### config.mk
export PLATFORM = sky130hd
export DESIGN_NAME = cup_track
export DESIGN_NICKNAME = d
export VERILOG_FILES = /design/src/rtl/core/cup_pkg.sv /design/src/rtl/core/cup_track.sv
export SDC_FILE = /design/constraint.sdc
export NUM_CORES = 1
export LEC_CHECK = 0
export ABC_CLOCK_PERIOD_IN_PS = 2300
export BUFFER_PORTS_ARGS = -buffer_cell sky130_fd_sc_hd__clkbuf_2
export CAP_MARGIN = 25
export CORE_ASPECT_RATIO = 2
export CORE_MARGIN = 2
export CORE_UTILIZATION = 45
export DETAILED_ROUTE_END_ITERATION = 16
export PLACE_DENSITY_LB_ADDON = 0.15
export SYNTH_ARGS = -nofsm -noshare
export SYNTH_HDL_FRONTEND = slang
export SYNTH_SLANG_ARGS = --single-unit
### constraint.sdc
create_clock -name clock -period 2.3 [get_ports clock]
set_input_delay 0.115 -clock clock [delete_from_list [all_inputs] [get_ports clock]]
set_output_delay 0.115 -clock clock [all_outputs]
set_load 0.02 [all_outputs]
### src/rtl/core/cup_pkg.sv
// Shared types and constants for the canonical UTF-8 path checker.
// Used by the channel interfaces, the path tracker and the top level.
package cup_pkg;

   localparam logic [7:0] BYTE_NUL       = 8'h00;
   localparam logic [7:0] BYTE_ASCII_MAX = 8'h7F;
   localparam logic [7:0] BYTE_DOT       = 8'h2E;
   localparam logic [7:0] BYTE_SLASH     = 8'h2F;
   localparam logic [7:0] BYTE_BACKSLASH = 8'h5C;
   localparam logic [7:0] LEAD2_LO       = 8'hC2;
   localparam logic [7:0] LEAD2_HI       = 8'hDF;
   localparam logic [7:0] LEAD3_LO       = 8'hE0;
   localparam logic [7:0] LEAD3_HI       = 8'hEF;
   localparam logic [7:0] LEAD3_SURR     = 8'hED;
   localparam logic [7:0] LEAD4_LO       = 8'hF0;
   localparam logic [7:0] LEAD4_HI       = 8'hF4;
   localparam logic [7:0] CONT_LO        = 8'h80;
   localparam logic [7:0] CONT_HI        = 8'hBF;
   localparam logic [7:0] CONT_E0_LO     = 8'hA0;
   localparam logic [7:0] CONT_ED_HI     = 8'h9F;
   localparam logic [7:0] CONT_F0_LO     = 8'h90;
   localparam logic [7:0] CONT_F4_HI     = 8'h8F;

   typedef enum logic [3:0] {
      ERR_OK        = 4'd0,
      ERR_SHORT     = 4'd1,
      ERR_NO_LEAD   = 4'd2,
      ERR_TRAIL     = 4'd3,
      ERR_BACKSLASH = 4'd4,
      ERR_EMPTY     = 4'd5,
      ERR_DOT       = 4'd6,
      ERR_NUL       = 4'd7,
      ERR_LEAD      = 4'd8,
      ERR_SEQ       = 4'd9
   } err_type;

   typedef enum logic [2:0] {
      RNG_GEN = 3'd0,
      RNG_E0  = 3'd1,
      RNG_ED  = 3'd2,
      RNG_F0  = 3'd3,
      RNG_F4  = 3'd4
   } rng_type;

   typedef struct packed {
      logic [1:0] bytes_seen;
      logic       first_slash;
      logic [1:0] comp_len;
      logic       all_dots;
      logic [1:0] cont_left;
      rng_type    rng;
      err_type    sfault;
      err_type    efault;
   } path_state_type;

   localparam path_state_type PATH_RESET = '{
      bytes_seen:  2'd0,
      first_slash: 1'b0,
      comp_len:    2'd0,
      all_dots:    1'b1,
      cont_left:   2'd0,
      rng:         RNG_GEN,
      sfault:      ERR_OK,
      efault:      ERR_OK
   };

endpackage

### src/rtl/core/cup_track.sv
// Per-path state and verdict logic of the canonical UTF-8 path checker.
// Depends on cup_pkg; instantiated by canonical_utf8_path_checker.
module cup_track (
   input  logic             clock,
   input  logic             reset,
   input  logic             advance,
   input  logic             path_mode,
   input  logic [7:0]       in_byte,
   input  logic             in_last,
   output cup_pkg::err_type verdict
);

   cup_pkg::path_state_type path_ff;
   cup_pkg::path_state_type path_in;
   cup_pkg::path_state_type path_nxt;

   always_comb begin
      cup_pkg::err_type scand;
      cup_pkg::err_type ecand;
      cup_pkg::err_type ccand;
      cup_pkg::err_type sfin;
      cup_pkg::err_type efin;
      logic [7:0]       lo;
      logic [7:0]       hi;
      path_nxt = path_ff;
      scand    = cup_pkg::ERR_OK;
      ecand    = cup_pkg::ERR_OK;
      ccand    = cup_pkg::ERR_OK;
      lo       = cup_pkg::CONT_LO;
      hi       = cup_pkg::CONT_HI;

      if (path_ff.bytes_seen == 2'd0) begin
         path_nxt.first_slash = (in_byte == cup_pkg::BYTE_SLASH);
      end else if (in_byte == cup_pkg::BYTE_SLASH) begin
         if (path_ff.comp_len == 2'd0) begin
            scand = cup_pkg::ERR_EMPTY;
         end else if (path_ff.all_dots && path_ff.comp_len != 2'd3) begin
            scand = cup_pkg::ERR_DOT;
         end
         path_nxt.comp_len = 2'd0;
         path_nxt.all_dots = 1'b1;
      end else begin
         if (in_byte == cup_pkg::BYTE_BACKSLASH) begin
            scand = cup_pkg::ERR_BACKSLASH;
         end
         if (path_ff.comp_len != 2'd3) begin
            path_nxt.comp_len = path_ff.comp_len + 2'd1;
         end
         if (in_byte != cup_pkg::BYTE_DOT) begin
            path_nxt.all_dots = 1'b0;
         end
      end
      if (path_ff.sfault == cup_pkg::ERR_OK) begin
         path_nxt.sfault = scand;
      end
      if (path_ff.bytes_seen != 2'd2) begin
         path_nxt.bytes_seen = path_ff.bytes_seen + 2'd1;
      end

      if (path_ff.cont_left != 2'd0) begin
         case (path_ff.rng)
            cup_pkg::RNG_E0: lo = cup_pkg::CONT_E0_LO;
            cup_pkg::RNG_ED: hi = cup_pkg::CONT_ED_HI;
            cup_pkg::RNG_F0: lo = cup_pkg::CONT_F0_LO;
            cup_pkg::RNG_F4: hi = cup_pkg::CONT_F4_HI;
            default: ;
         endcase
         if (in_byte < lo || in_byte > hi) begin
            ecand = cup_pkg::ERR_SEQ;
         end
         path_nxt.cont_left = path_ff.cont_left - 2'd1;
         path_nxt.rng       = cup_pkg::RNG_GEN;
      end else begin
         case (in_byte) inside
            cup_pkg::BYTE_NUL: ecand = cup_pkg::ERR_NUL;
            [8'h01:cup_pkg::BYTE_ASCII_MAX]: ;
            [cup_pkg::LEAD2_LO:cup_pkg::LEAD2_HI]: begin
               path_nxt.cont_left = 2'd1;
               path_nxt.rng       = cup_pkg::RNG_GEN;
            end
            [cup_pkg::LEAD3_LO:cup_pkg::LEAD3_HI]: begin
               path_nxt.cont_left = 2'd2;
               if (in_byte == cup_pkg::LEAD3_LO) begin
                  path_nxt.rng = cup_pkg::RNG_E0;
               end else if (in_byte == cup_pkg::LEAD3_SURR) begin
                  path_nxt.rng = cup_pkg::RNG_ED;
               end else begin
                  path_nxt.rng = cup_pkg::RNG_GEN;
               end
            end
            [cup_pkg::LEAD4_LO:cup_pkg::LEAD4_HI]: begin
               path_nxt.cont_left = 2'd3;
               if (in_byte == cup_pkg::LEAD4_LO) begin
                  path_nxt.rng = cup_pkg::RNG_F0;
               end else if (in_byte == cup_pkg::LEAD4_HI) begin
                  path_nxt.rng = cup_pkg::RNG_F4;
               end else begin
                  path_nxt.rng = cup_pkg::RNG_GEN;
               end
            end
            default: ecand = cup_pkg::ERR_LEAD;
         endcase
      end
      if (path_ff.efault == cup_pkg::ERR_OK) begin
         path_nxt.efault = ecand;
      end

      efin = path_nxt.efault;
      if (path_nxt.cont_left != 2'd0 && efin == cup_pkg::ERR_OK) begin
         efin = cup_pkg::ERR_SEQ;
      end
      if (path_nxt.comp_len == 2'd0) begin
         ccand = cup_pkg::ERR_EMPTY;
      end else if (path_nxt.all_dots && path_nxt.comp_len != 2'd3) begin
         ccand = cup_pkg::ERR_DOT;
      end
      sfin = (path_nxt.sfault != cup_pkg::ERR_OK) ? path_nxt.sfault : ccand;

      if (!path_mode) begin
         verdict = efin;
      end else if (path_nxt.bytes_seen != 2'd2) begin
         verdict = cup_pkg::ERR_SHORT;
      end else if (!path_nxt.first_slash) begin
         verdict = cup_pkg::ERR_NO_LEAD;
      end else if (in_byte == cup_pkg::BYTE_SLASH) begin
         verdict = cup_pkg::ERR_TRAIL;
      end else if (sfin != cup_pkg::ERR_OK) begin
         verdict = sfin;
      end else begin
         verdict = efin;
      end
   end

   always_comb begin
      path_in = path_ff;
      if (advance) begin
         path_in = in_last ? cup_pkg::PATH_RESET : path_nxt;
      end
   end

   always_ff @(posedge clock) begin
      if (reset) begin
         path_ff <= cup_pkg::PATH_RESET;
      end else begin
         path_ff <= path_in;
      end
   end

`ifndef SYNTH
   a_clear_after_last: assert property (@(posedge clock) disable iff (reset)
      advance && in_last |=> path_ff.bytes_seen == 2'd0 && path_ff.cont_left == 2'd0
         && path_ff.sfault == cup_pkg::ERR_OK && path_ff.efault == cup_pkg::ERR_OK)
      else $error("path state not cleared after verdict");
   a_range_idle: assert property (@(posedge clock) disable iff (reset)
      path_ff.cont_left == 2'd0 |-> path_ff.rng == cup_pkg::RNG_GEN)
      else $error("narrowed range held outside a sequence");
   a_fault_classes: assert property (@(posedge clock) disable iff (reset)
      (path_ff.sfault == cup_pkg::ERR_OK || path_ff.sfault == cup_pkg::ERR_BACKSLASH
         || path_ff.sfault == cup_pkg::ERR_EMPTY || path_ff.sfault == cup_pkg::ERR_DOT)
      && (path_ff.efault == cup_pkg::ERR_OK || path_ff.efault == cup_pkg::ERR_NUL
         || path_ff.efault == cup_pkg::ERR_LEAD || path_ff.efault == cup_pkg::ERR_SEQ))
      else $error("fault recorded in the wrong class");
`endif

endmodule

==> metrics.md, run 1 <==
| Metric | Value |
|---|---|
| Critical path, cell by cell | or3b_4 > ha_4 > nor2_2 > nor3b_2 > a31oi_1 > or3_1 > o22ai_1 > nand2_1 > clkbuf_8 |
| Num CTS Buffers | 3 |
| Clk_lat worst skew | between 0.2 and 0.3 ns |
| DRC viols | 0 |
| Switching Fraction | between 30% and 40% |
| Post-synth EDFFs | 0 |
| Global-route wire length before repair | between 7000 and 8000 um |
| Crit path kind | reg2out |
| Max Freq | between 0.4 and 0.5 GHz |
| Top flop regs | path_ff: 19 flops |
| Clk slew on worst S/H paths | around 0.080 ns |
| CTS Hold Bufs | 0 |
| Synth async-reset ratio | 0% |
| Post-Synth XOR/XNOR Area | under 10% |
| Synth Area per Inst | about 7.4 um2 |
| Violated checks | negative setup slack |
| Reg2Reg Depth | 9 |
| Row count | 29 |
| Largest delay share family, worst path | simple AND/OR/NAND/NOR gates |
| Floorplan Core Area | between 3000 and 4000 um2 |
| Area leader, netlist | dfxtp_1 |
| P_leak | between 0.7 and 0.8 nW |
| Critical path buffer and inverter count | 1 |
| Post-Syn Instances | 202 |
| Largest net degree at the start of global routing | 16 |
| Reg2reg setup slack | ~0.19 ns |
| Layout overhead on the synthesized area | 21.7% |
| Core Util, Final | 57.4% |
| Pint | roughly 0.53 mW |
| Diode count | 0 |
| Register area share after synthesis | between 20% and 30% |
| Final RePlAce weighted congestion | a little over 0.9 |
| Port buffer count | 16 |
| Complex-gate fraction of the synthesized area | approximately a quarter |
| Crit path launch | path_ff[10] |
| Die height | ~85 um |
| I/O pins | 17 |
| CTS tree | yes |
| Setup violations, final | 3 |
| Total power draw | 0.765 mW |
| Critical Path Max Stage Delay | about 0.4 ns |
| Max Cap Violations | 0 |
| Min-delay src | reset |
| Mapped cell area | between 1000 and 1500 um2 |
| Worst IR Drop VDD | ~330 uV |
| Drt pass-1 iters | 4 |
| Worst relative slew slack | between 60% and 70% |
| Level count of the clock H-tree | 1 |
| Synth area leaders | dfxtp_1 26%, nor2_1 7.3%, a21oi_1 6.7%, ha_1 4.2%, nor4_1 3.8% |
| Yosys warnings | 0 |
| Chip width | 44.7 um |
| Crit end category | output port |
| CP Launch Type | flip-flop |
| Pre-CTS setup slack | 0.0655 ns |
| Commonest register cell after synthesis | dfxtp_1 |
| Final Hold Viols | 0 |
| FF-to-FF Start | path_ff[10] |
| Number of synthesized register bits | 19 |
| Synth top area share | around a quarter |
| Total Routing Usage GR | between 20 and 30% |
| Initial antenna violation count | 0 |
| Area share of fa/ha/maj cells after synthesis | 4.21% |
| Ratio of cells with drive above 1 in the final layout | ~27% |
| Root Buffer | clkbuf_8 |
| Gate power share | 24.2% |
| Wirelength, routed | 4670 um |
| Measured slew at the worst slew-check pin | 0.507 ns |
| WHS Endpoint | path_ff[18] |
| Clock sink total | 19 |
| Synth Area in Simple Gates | between 30% and 40% |
| Status | complete, but fails checks |
| Slowest cell on crit path | or3b_4 |
| Max-slew violation count | 0 |
| PwrDens | roughly 420 nW/um2 |
| CP Data Required Time | ~2.2 ns |
| Vias | between 1,500 and 2,000 |
| R2R Path End | path_ff[0] |
| Most flops, register | path_ff |
| HP Class | in2reg |
| Final min period | about 2.5 ns |
| Most common cell after layout, fill and taps aside | nor2_1 |
| Initial Utilization | a little under half |
| Sw Pwr | roughly 0.24 mW |
| Dpl hpwl | roughly 3500 um |
| DRT antenna net count | 0 |
| Clock skew | approximately 0.0046 ns |
| Post-synthesis mux area share | 2.02% |
| Gr ovfl total | 0 |
| Hold Slack | around 0.21 ns |
| Final nets | between 200 and 250 |
| Largest register FFs | 19 |
| Worst setup margin | -0.182 ns |
| Post-synth cell types | 54 |
| 1st-iter DRT viols | 74 |
| Die Area | between 3000 and 4000 um2 |
| Longest Clk Path Bufs | 2 |
| Data arrival time of the critical path | around 2.4 ns |
| Most frequent cells in the layout | 28 x nor2_1, 18 x a21oi_1, 13 x dfxtp_1 |
| Syn nets | 220 |
| Final period util | 108% |
| Hold depth | 2 |
| Clock Power Share | about a third |
| Largest family of logic cells by synthesized area | simple AND/OR/NAND/NOR gates |
| CP max FO | 2 |
| Unrepaired setup endpoints after global routing | true |
| Routed len/inst | about 18 um |
| Vias in the first global route | roughly 1,700 |
| Reg power frac | around 44% |
| Post-DR vias/cell | just under 7 |
-- final cells by class --
type	count	area, um2
Fill cell	294	1350
Multi-Input combinational cell	163	1100
Sequential cell	19	388
Timing Repair Buffer	28	201
Clock buffer	3	41.3
Tap cell	31	38.8
Inverter	10	37.5
Clock inverter	1	5.00
-- power groups by stage --
stage | Sequential [mW] | Clock [mW] | Combinational (mW)
6_report | 0.340 | 0.240 | 0.185
2_1_floorplan | 0.344 | 0 | 0.105
3_5_place_dp | 0.346 | 0 | 0.158
4_1_cts | 0.340 | 0.243 | 0.176
5_1_grt | 0.340 | 0.266 | 0.200
3_3_place_gp | 0.346 | 0 | 0.155
-- worst reg2reg max path: stages (launching register included) --
cell and delay [ns]:
dfxtp_2 0.33, or3b_4 0.40, ha_4 0.27, nor2_2 0.03, nor3b_2 0.16, a31oi_1 0.11
or3_1 0.34, buf_4 0.15, buf_4 0.12, o211a_1 0.11
-- routing by layer --
| layer | up-vias | track usage (%) | routed length, um |
|---|---|---|---|
| met5 | - | 0 | 0 |
| met4 | 0 | 18.7 | 351 |
| li1 | 797 | - | - |
| met1 | 804 | 26.1 | 1620 |
| met3 | 35 | 2.98 | 185 |
| met2 | 84 | 45.7 | 2510 |
-- logic make-up after synthesis --
| group | after synthesis |
|---|---|
| and+or+nand+nor | 94 |
| AOI/OAI and AO/OA | 59 |
| buffers and inverters | 20 |
| DFF | 19 |
| adders and majority gates | 5 |
| muxes | 3 |
| xor gates and xnor gates | 2 |
-- what timing repair did --
action                                  in CTS  in global routing
buffers inserted                             2                  1
resized for setup                           26                 10
endpoints found under the setup margin       4                  4
pin swaps                                   15                  5
-- worst max path at each step --
stage	to	slack (ns)	cells past startpoint
after floorplan	verdict[3]	0.18	8
after global placement	verdict[3]	0.09	9
after detailed placement	verdict[3]	0.07	9
after CTS	verdict[0]	-0.19	11
after global routing	verdict[0]	-0.26	9
final	verdict[0]	-0.18	9
-- metrics by stage --
stage	TNS, ns	cells	cell area [um2]
2_1_floorplan	0	202	1490
3_3_place_gp	0	248	1620
3_5_place_dp	0	248	1620
4_1_cts	-0.283	254	1780
5_1_grt	-0.573	255	1810
6_report	-0.283	255	1810
-- synth_stat cells (3+ instances only) --
| cell type | count |
|---|---|
| nor3b_1 | 3 |
| nand3b_1 | 3 |
| clkbuf_1 | 4 |
| a31oi_1 | 5 |
| nand2b_1 | 3 |
| dfxtp_1 | 19 |
| nor4_1 | 9 |
| and3_1 | 3 |
| ha_1 | 5 |
| or3_1 | 3 |
| nand2_1 | 12 |
| o21ai_0 | 10 |
| nor3_1 | 8 |
| mux2i_1 | 3 |
| nand3_1 | 7 |
| buf_2 | 4 |
| nor2_1 | 29 |
| inv_1 | 9 |
| a21oi_1 | 20 |
Power figures use the tool's default switching activity.
==> run 2, diff against run 1 <==
- ABC_AREA: unset -> 1
==> run 2 against run 1 <==
Against the previous run: the flow still finishes with violations (negative setup slack); synthesized cell count rose by 24%; utilization fell by 2.8 points; critical endpoint unchanged; sequential cell count stayed put; sequential share of layout area grew 0.80 points; synthesized area increased by 0.59%.
==> metrics.md, run 2 <==
| Metric | Value |
|---|---|
| Status | complete, but fails checks |
| Violated checks | negative setup slack |
| Synth top area share | 25.4% (-0.15 points) |
| Syn nets | 269 (+22%) |
| Number of synthesized register bits | 19 (unchanged) |
| Critical path, cell by cell | inv_2 > nor2_4 > inv_2 > a21oi_2 > ha_1 > a21o_1 > nand2_1 > nand3_1 > nand2_1 > nand2_2 > nor2_4 > nand3_2 > nand2_2 > nand2_1 > nand2_1 > nand2_1 > a21oi_2 > clkbuf_8 |
| Gr ovfl total | 0 (unchanged) |
| Post-DR vias/cell | 5.49 (-19%) |
| Measured slew at the worst slew-check pin | 0.484 ns (-0.0227 ns) |
| Synth Area per Inst | 5.96 um2 (-19%) |
| Post-Syn Instances | 251 (+24%) |
| Synth area leaders | dfxtp_1 25%, nand2_1 17%, inv_1 10%, nor2_1 7.8%, a21oi_1 5.0% |
| Top-count cell post-synth | nand2_1 |
| Initial antenna violation count | 0 (unchanged) |
| Crit path kind | reg2out |
| Worst relative slew slack | 67.5% (+1.4 points) |
| Wirelength, routed | 4060 um (-13%) |
| Hold Slack | 0.146 ns (-0.0646 ns) |
| Critical path's most frequent cell | nand2_1 |
| Total Routing Usage GR | 23.6% (-2.3 points) |
| Root Buffer | clkbuf_8 |
| Slowest cell on crit path | dfxtp_2 |
| Area leader, netlist | dfxtp_1 |
| Final RePlAce weighted congestion | 0.823 (-9.4%) |
| DRT antenna net count | 0 (unchanged) |
| Register area share after synthesis | 25.4% (-0.15 points) |
| Data arrival time of the critical path | 2.31 ns (-0.06 ns) |
| Row count | 29 (unchanged) |
| Setup violations, final | 2 (-1) |
| Most common cell after layout, fill and taps aside | nand2_1 |
| Port buffer count | 16 (unchanged) |
| Dpl hpwl | 3230 um (-6.7%) |
| Final period util | 106% (-2.3 points) |
| Vias in the first global route | 1,652 (-0.24%) |
| Synth async-reset ratio | 0% (unchanged) |
| Most flops, register | path_ff |
| DRC viols | 0 (unchanged) |
| Diode count | 0 (unchanged) |
| Crit end category | output port |
| Largest net degree at the start of global routing | 15 (-1) |
| Max Cap Violations | 0 (unchanged) |
| Largest register FFs | 19 (unchanged) |
| Critical path buffer and inverter count | 3 (+2) |
| Unrepaired setup endpoints after global routing | true |
| Max Freq | 0.412 GHz (+2.2%) |
| Final nets | 292 (+20%) |
| Pre-CTS setup slack | 0.0911 ns (+0.0256 ns) |
| P_leak | 0.875 nW (+18%) |
| Longest Clk Path Bufs | 2 (unchanged) |
| Largest delay share family, worst path | simple AND/OR/NAND/NOR gates |
| Final Hold Viols | 0 (unchanged) |
| 1st-iter DRT viols | 39 (-47%) |
| Yosys warnings | 0 (unchanged) |
| CTS Hold Bufs | 0 (unchanged) |
| Ratio of cells with drive above 1 in the final layout | 20.9% (-6.4 points) |
| Clock sink total | 19 (unchanged) |
| Die height | 85.6 um (+0.28%) |
| Synth cell count leaders | 69 x nand2_1, 41 x inv_1, 31 x nor2_1, 19 x dfxtp_1, 15 x a21oi_1 |
| HP Class | in2reg |
| Clock skew | 0.0103 ns (+0.00571 ns) |
| Routed len/inst | 13.3 um (-27%) |
| Clk_lat worst skew | 0.27 ns (about the same) |
| Top flop regs | path_ff: 19 flops |
| Most frequent cells in the layout | 67 x nand2_1, 38 x inv_1, 30 x nor2_1 |
| Num CTS Buffers | 3 (unchanged) |
| Chip width | 44.8 um (+0.27%) |
| Design Area, Final | 1720 um2 (-4.8%) |
| Layout overhead on the synthesized area | 15.1% |
| Drt pass-1 iters | 4 (unchanged) |
| Vias | 1,670 (-2.9%) |
| Worst setup margin | -0.129 ns (+0.0536 ns) |
| CTS tree | yes |
| CP max FO | 3 (+1) |
| Global-route wire length before repair | 6780 um (-9.2%) |
| Post-DP Area | 1610 um2 (-0.77%) |
| Post-synth EDFFs | 0 (unchanged) |
| I/O pins | 17 (unchanged) |
| CP Data Required Time | 2.18 ns (about the same) |
| Worst IR Drop VDD | 264 uV (-19%) |
| Floorplan Core Area | 3160 um2 (unchanged) |
| PwrDens | 459 nW/um2 (+8.7%) |
| Critical Path Max Stage Delay | 0.33 ns (-0.07 ns) |
| Level count of the clock H-tree | 1 (unchanged) |
| Die Area | 3830 um2 (+0.55%) |
| Max-slew violation count | 0 (unchanged) |
| CP Launch Type | flip-flop |
| Post-synth cell types | 27 (-50%) |
| Initial Utilization | 47.4% (+0.28 points) |
| Commonest register cell after synthesis | dfxtp_1 |
| Mapped cell area | 1500 um2 (+0.59%) |
| Clk slew on worst S/H paths | 0.09 ns (about the same) |
| Final min period | 2.43 ns (-0.0536 ns) |
| Final setup TNS | -0.187 ns (+0.0962 ns) |
-- run 2: cell types whose count changed after synthesis, sizes merged, moves of 4 or more --
cell	before	now
nand2	12	74
inv	9	43
nand3	7	19
nor2	29	38
nor4	9	0
a211oi	2	9
buf	6	0
a21oi	21	16
nor3	8	3
and3	4	0
-- run 2: cell families (layout without fill, tap and decap cells) --
kind of cell	Yosys count	count (layout)	synth area share, %
AND/OR/NAND/NOR	138	138	41.3
adder cells (fa/ha/maj)	5	5	4.18
flip-flops	19	19	25.4
AO/OA/AOI/OAI	44	44	17.8
buffers and inverters	45	67	11.3
-- run 2: layout make-up --
class,count,area [um2]
Clock inverter,1,5.00
Tap cell,31,38.8
Timing Repair Buffer,20,121
Sequential cell,19,383
Multi-Input combinational cell,187,972
Inverter,43,161
Fill cell,342,1430
Clock buffer,3,41.3
-- run 2: metal layers --
metal | up-vias | part of all wire, % | GRT usage [%]
met4 | 0 | 3.3 | 12.3
met2 | 50 | 58 | 45.5
li1 | 849 | - | -
met1 | 757 | 36 | 22.7
met3 | 14 | 2.9 | 2.53
met5 | - | 0 | 0
-- run 2: final timing paths --
check,start,end,slack [ns],cells past startpoint
worst max register to register,path_ff[9],path_ff[3],0.39,16
worst min register to register,path_ff[18],path_ff[18],0.47,2
worst max-delay path,path_ff[9],verdict[0],-0.13,18
worst min-delay path,advance,path_ff[13],0.15,3
-- run 2: metrics by stage --
stage               util [%]  total power [mW]  instances
floorplan                  -             0.468        251
global placement        50.9             0.523        296
detailed placement      50.9             0.523        296
CTS                     53.7             0.776        303
global route            54.6             0.837        304
finish                  54.6             0.791        304
-- run 2: power by group --
group	leakage (nW)	switching [mW]	internal, mW
registers	0.155	0.00650	0.338
logic	0.694	0.122	0.0729
clock network	0.0255	0.132	0.121
total	0.875	0.260	0.532
-- run 2: worst min-delay path: cells and delay by family --
kind          cells  cell delay, ns
buf+inv           1            0.14
simple gates      2            0.12
-- run 2: what timing repair did --
| action | in CTS | in global routing |
|---|---|---|
| gates resized for setup | 7 | 9 |
| buffers inserted | 3 | 1 |
| pin swaps | 7 | 9 |
| setup endpoints to repair | 2 | 4 |
==> run 3, diff against run 2 <==
- CORE_ASPECT_RATIO: 2 -> unset
- CORE_UTILIZATION: 45 -> 58
==> run 3 against run 2 <==
Against the previous run: the run still ends with negative setup slack left; clock skew shrank 0.0099 ns; hold slack worse by 0.047 ns; non-clock buffer count unchanged; global-route usage grew 0.23 points; critical path depth stayed put; die area down 22%; register-to-register slack better by 0.03 ns; largest cell class unchanged; largest power group unchanged.
==> metrics.md, run 3 (synthesis results as in run 2) <==
| Metric | Value |
|---|---|
| CP max FO | 4 (+1) |
| Final Hold Viols | 0 (unchanged) |
| Setup violations, final | 2 (unchanged) |
| Clk slew on worst S/H paths | 0.12 ns (+0.03 ns) |
| Max Freq | 0.403 GHz (-2.1%) |
| Routed len/inst | 11.3 um (-16%) |
| Level count of the clock H-tree | 1 (unchanged) |
| Drt pass-1 iters | 4 (unchanged) |
| Global-route wire length before repair | 5240 um (-23%) |
| Initial Utilization | 61.0% (+14 points) |
| Post-route non-filler standard cell count | 303 (-0.33%) |
| Wirelength, routed | 3420 um (-16%) |
| DRT antenna net count | 0 (unchanged) |
| DR WL met2 | 1570 um (-33%) |
| Dpl hpwl | 2650 um (-18%) |
| Ratio of cells with drive above 1 in the final layout | 22.0% (+1.1 points) |
| Port buffer count | 16 (unchanged) |
| Area taken by multi-input logic gates | 986 um2 (+1.4%) |
| Vias | 1,573 (-5.8%) |
| 1st-iter DRT viols | 49 (+26%) |
| # placed instances | 295 (-0.34%) |
| Crit path kind | reg2out |
| Unrepaired setup endpoints after global routing | true |
| CP Launch Type | flip-flop |
| Final min period | 2.48 ns (+0.0523 ns) |
| Worst relative slew slack | 70.7% (+3.2 points) |
| Die height | 54.8 um (-36%) |
| Hold depth | 3 (unchanged) |
| Longest Clk Path Bufs | 2 (unchanged) |
| Total Routing Usage GR | 23.9% (+0.23 points) |
| Gr ovfl total | 0 (unchanged) |
| PwrDens | 416 nW/um2 (-9.4%) |
| Data arrival time of the critical path | 2.37 ns (+0.06 ns) |
| Most common cell after layout, fill and taps aside | nand2_1 |
| Max-slew violation count | 0 (unchanged) |
| Most frequent cells in the layout | 66 x nand2_1, 37 x inv_1, 30 x nor2_1 |
| CTS Hold Bufs | 0 (unchanged) |
| Vias in the first global route | 1,290 (-22%) |
| Num CTS Buffers | 3 (unchanged) |
| Clk_lat worst skew | 0.29 ns (+0.02 ns) |
| HP Class | in2reg |
| Largest net degree at the start of global routing | 15 (unchanged) |
| CTS tree | yes |
| Measured slew at the worst slew-check pin | 0.439 ns (-0.0453 ns) |
| Clock sink total | 19 (unchanged) |
| Root Buffer | clkbuf_4 |
| Top flop regs | path_ff: 19 flops |
| Fill count | 243 (-29%) |
| Layout overhead on the synthesized area | 15.1% (about the same) |
| Max Cap Violations | 0 (unchanged) |
| Crit end category | output port |
| Most flops, register | path_ff |
| CP Data Required Time | 2.18 ns (about the same) |
| Reg2Reg Depth | 16 (unchanged) |
| FF+latch area | 383 um2 (unchanged) |
| Final period util | 108% (+2.3 points) |
| Status | complete, but fails checks |
| Worst setup margin | -0.181 ns (-0.0523 ns) |
| Chip width | 54.8 um (+22%) |
| Clock skew | 0.000406 ns (-0.00992 ns) |
| Final nets | 292 (unchanged) |
| Final RePlAce weighted congestion | 0.888 (+7.8%) |
| DRC viols | 0 (unchanged) |
| Post-DR vias/cell | 5.19 (-5.5%) |
| Largest register FFs | 19 (unchanged) |
| Row count | 18 (-38%) |
| I/O pins | 17 (unchanged) |
| Violated checks | negative setup slack |
| Met3 routed WL | 108 um (-6.9%) |
| Total power draw | 0.716 mW (-9.5%) |
| Floorplan Core Area | 2450 um2 (-22%) |
| Diode count | 0 (unchanged) |
| Initial antenna violation count | 0 (unchanged) |
| WL met1 | 1710 um (+17%) |
| Die Area | 3000 um2 (-22%) |
| P_leak | 0.866 nW (-1.0%) |
| Top layer in use | met4 |
| Worst IR Drop VDD | 401 uV (+52%) |
[run 3: critical path, cell delays in order, from the launching register on]
cell      delay, ns
dfxtp_2        0.36
inv_4          0.05
nor2_4         0.10
inv_2          0.04
a21oi_2        0.10
ha_1           0.24
a21o_1         0.19
nand2_1        0.06
nand3_2        0.06
nand2_2        0.08
inv_2          0.05
nor2_4         0.09
nand3_2        0.09
nand2_2        0.08
nand2_1        0.05
nand2_1        0.06
nand2_1        0.06
a21oi_2        0.14
clkbuf_8       0.15
[run 3: cell type report]
class                   instances  share of cell area [%]
clock buffers                   4                    1.53
multi-input cells             187                    57.3
flip-flops and latches         19                    22.2
repair buffers                 20                    7.27
well taps                      30                    2.18
inverters                      43                    9.52
[run 3: routing by layer]
layer	track usage (%)	up-vias
li1	-	844
met1	32.8	692
met2	39.9	33
met3	2.46	4
met4	5.00	0
met5	0	-
[run 3: path summary, 6_finish.rpt]
| kind | slack, ns | end | startpoint |
|---|---|---|---|
| worst max-delay path | -0.18 | verdict[0] | path_ff[9] |
| worst min-delay path | 0.1 | path_ff[13] | advance |
| worst max register to register | 0.42 | path_ff[3] | path_ff[9] |
| worst min register to register | 0.47 | path_ff[18] | path_ff[18] |
[run 3: timing repair]
action                     4_1_cts  5_1_grt
pin swaps                       10       11
resized for setup                7       15
setup endpoints to repair        2        3
setup buffers                    3        1
[run 3: where the power goes]
part           total, mW  switching, mW  internal (mW)  leakage (nW)
sequential         0.345        0.00694          0.338         0.155
combinational      0.196          0.121         0.0750         0.696
clock              0.176          0.108         0.0675        0.0150
total              0.716          0.236          0.480         0.866
[run 3: metrics by stage]
stage                     hold WS (ns)  setup WS (ns)  util, %  setup TNS (ns)  cell area (um2)
after detailed placement         0.403         0.0786     65.4               0             1610
after global placement           0.393          0.131     65.4               0             1610
after global routing             0.120         -0.341     70.1          -0.603             1720
final                           0.0992         -0.181     70.1          -0.319             1720
after floorplan                  0.218          0.261        -               0             1500
after CTS                       0.0911         -0.231     68.2          -0.388             1670
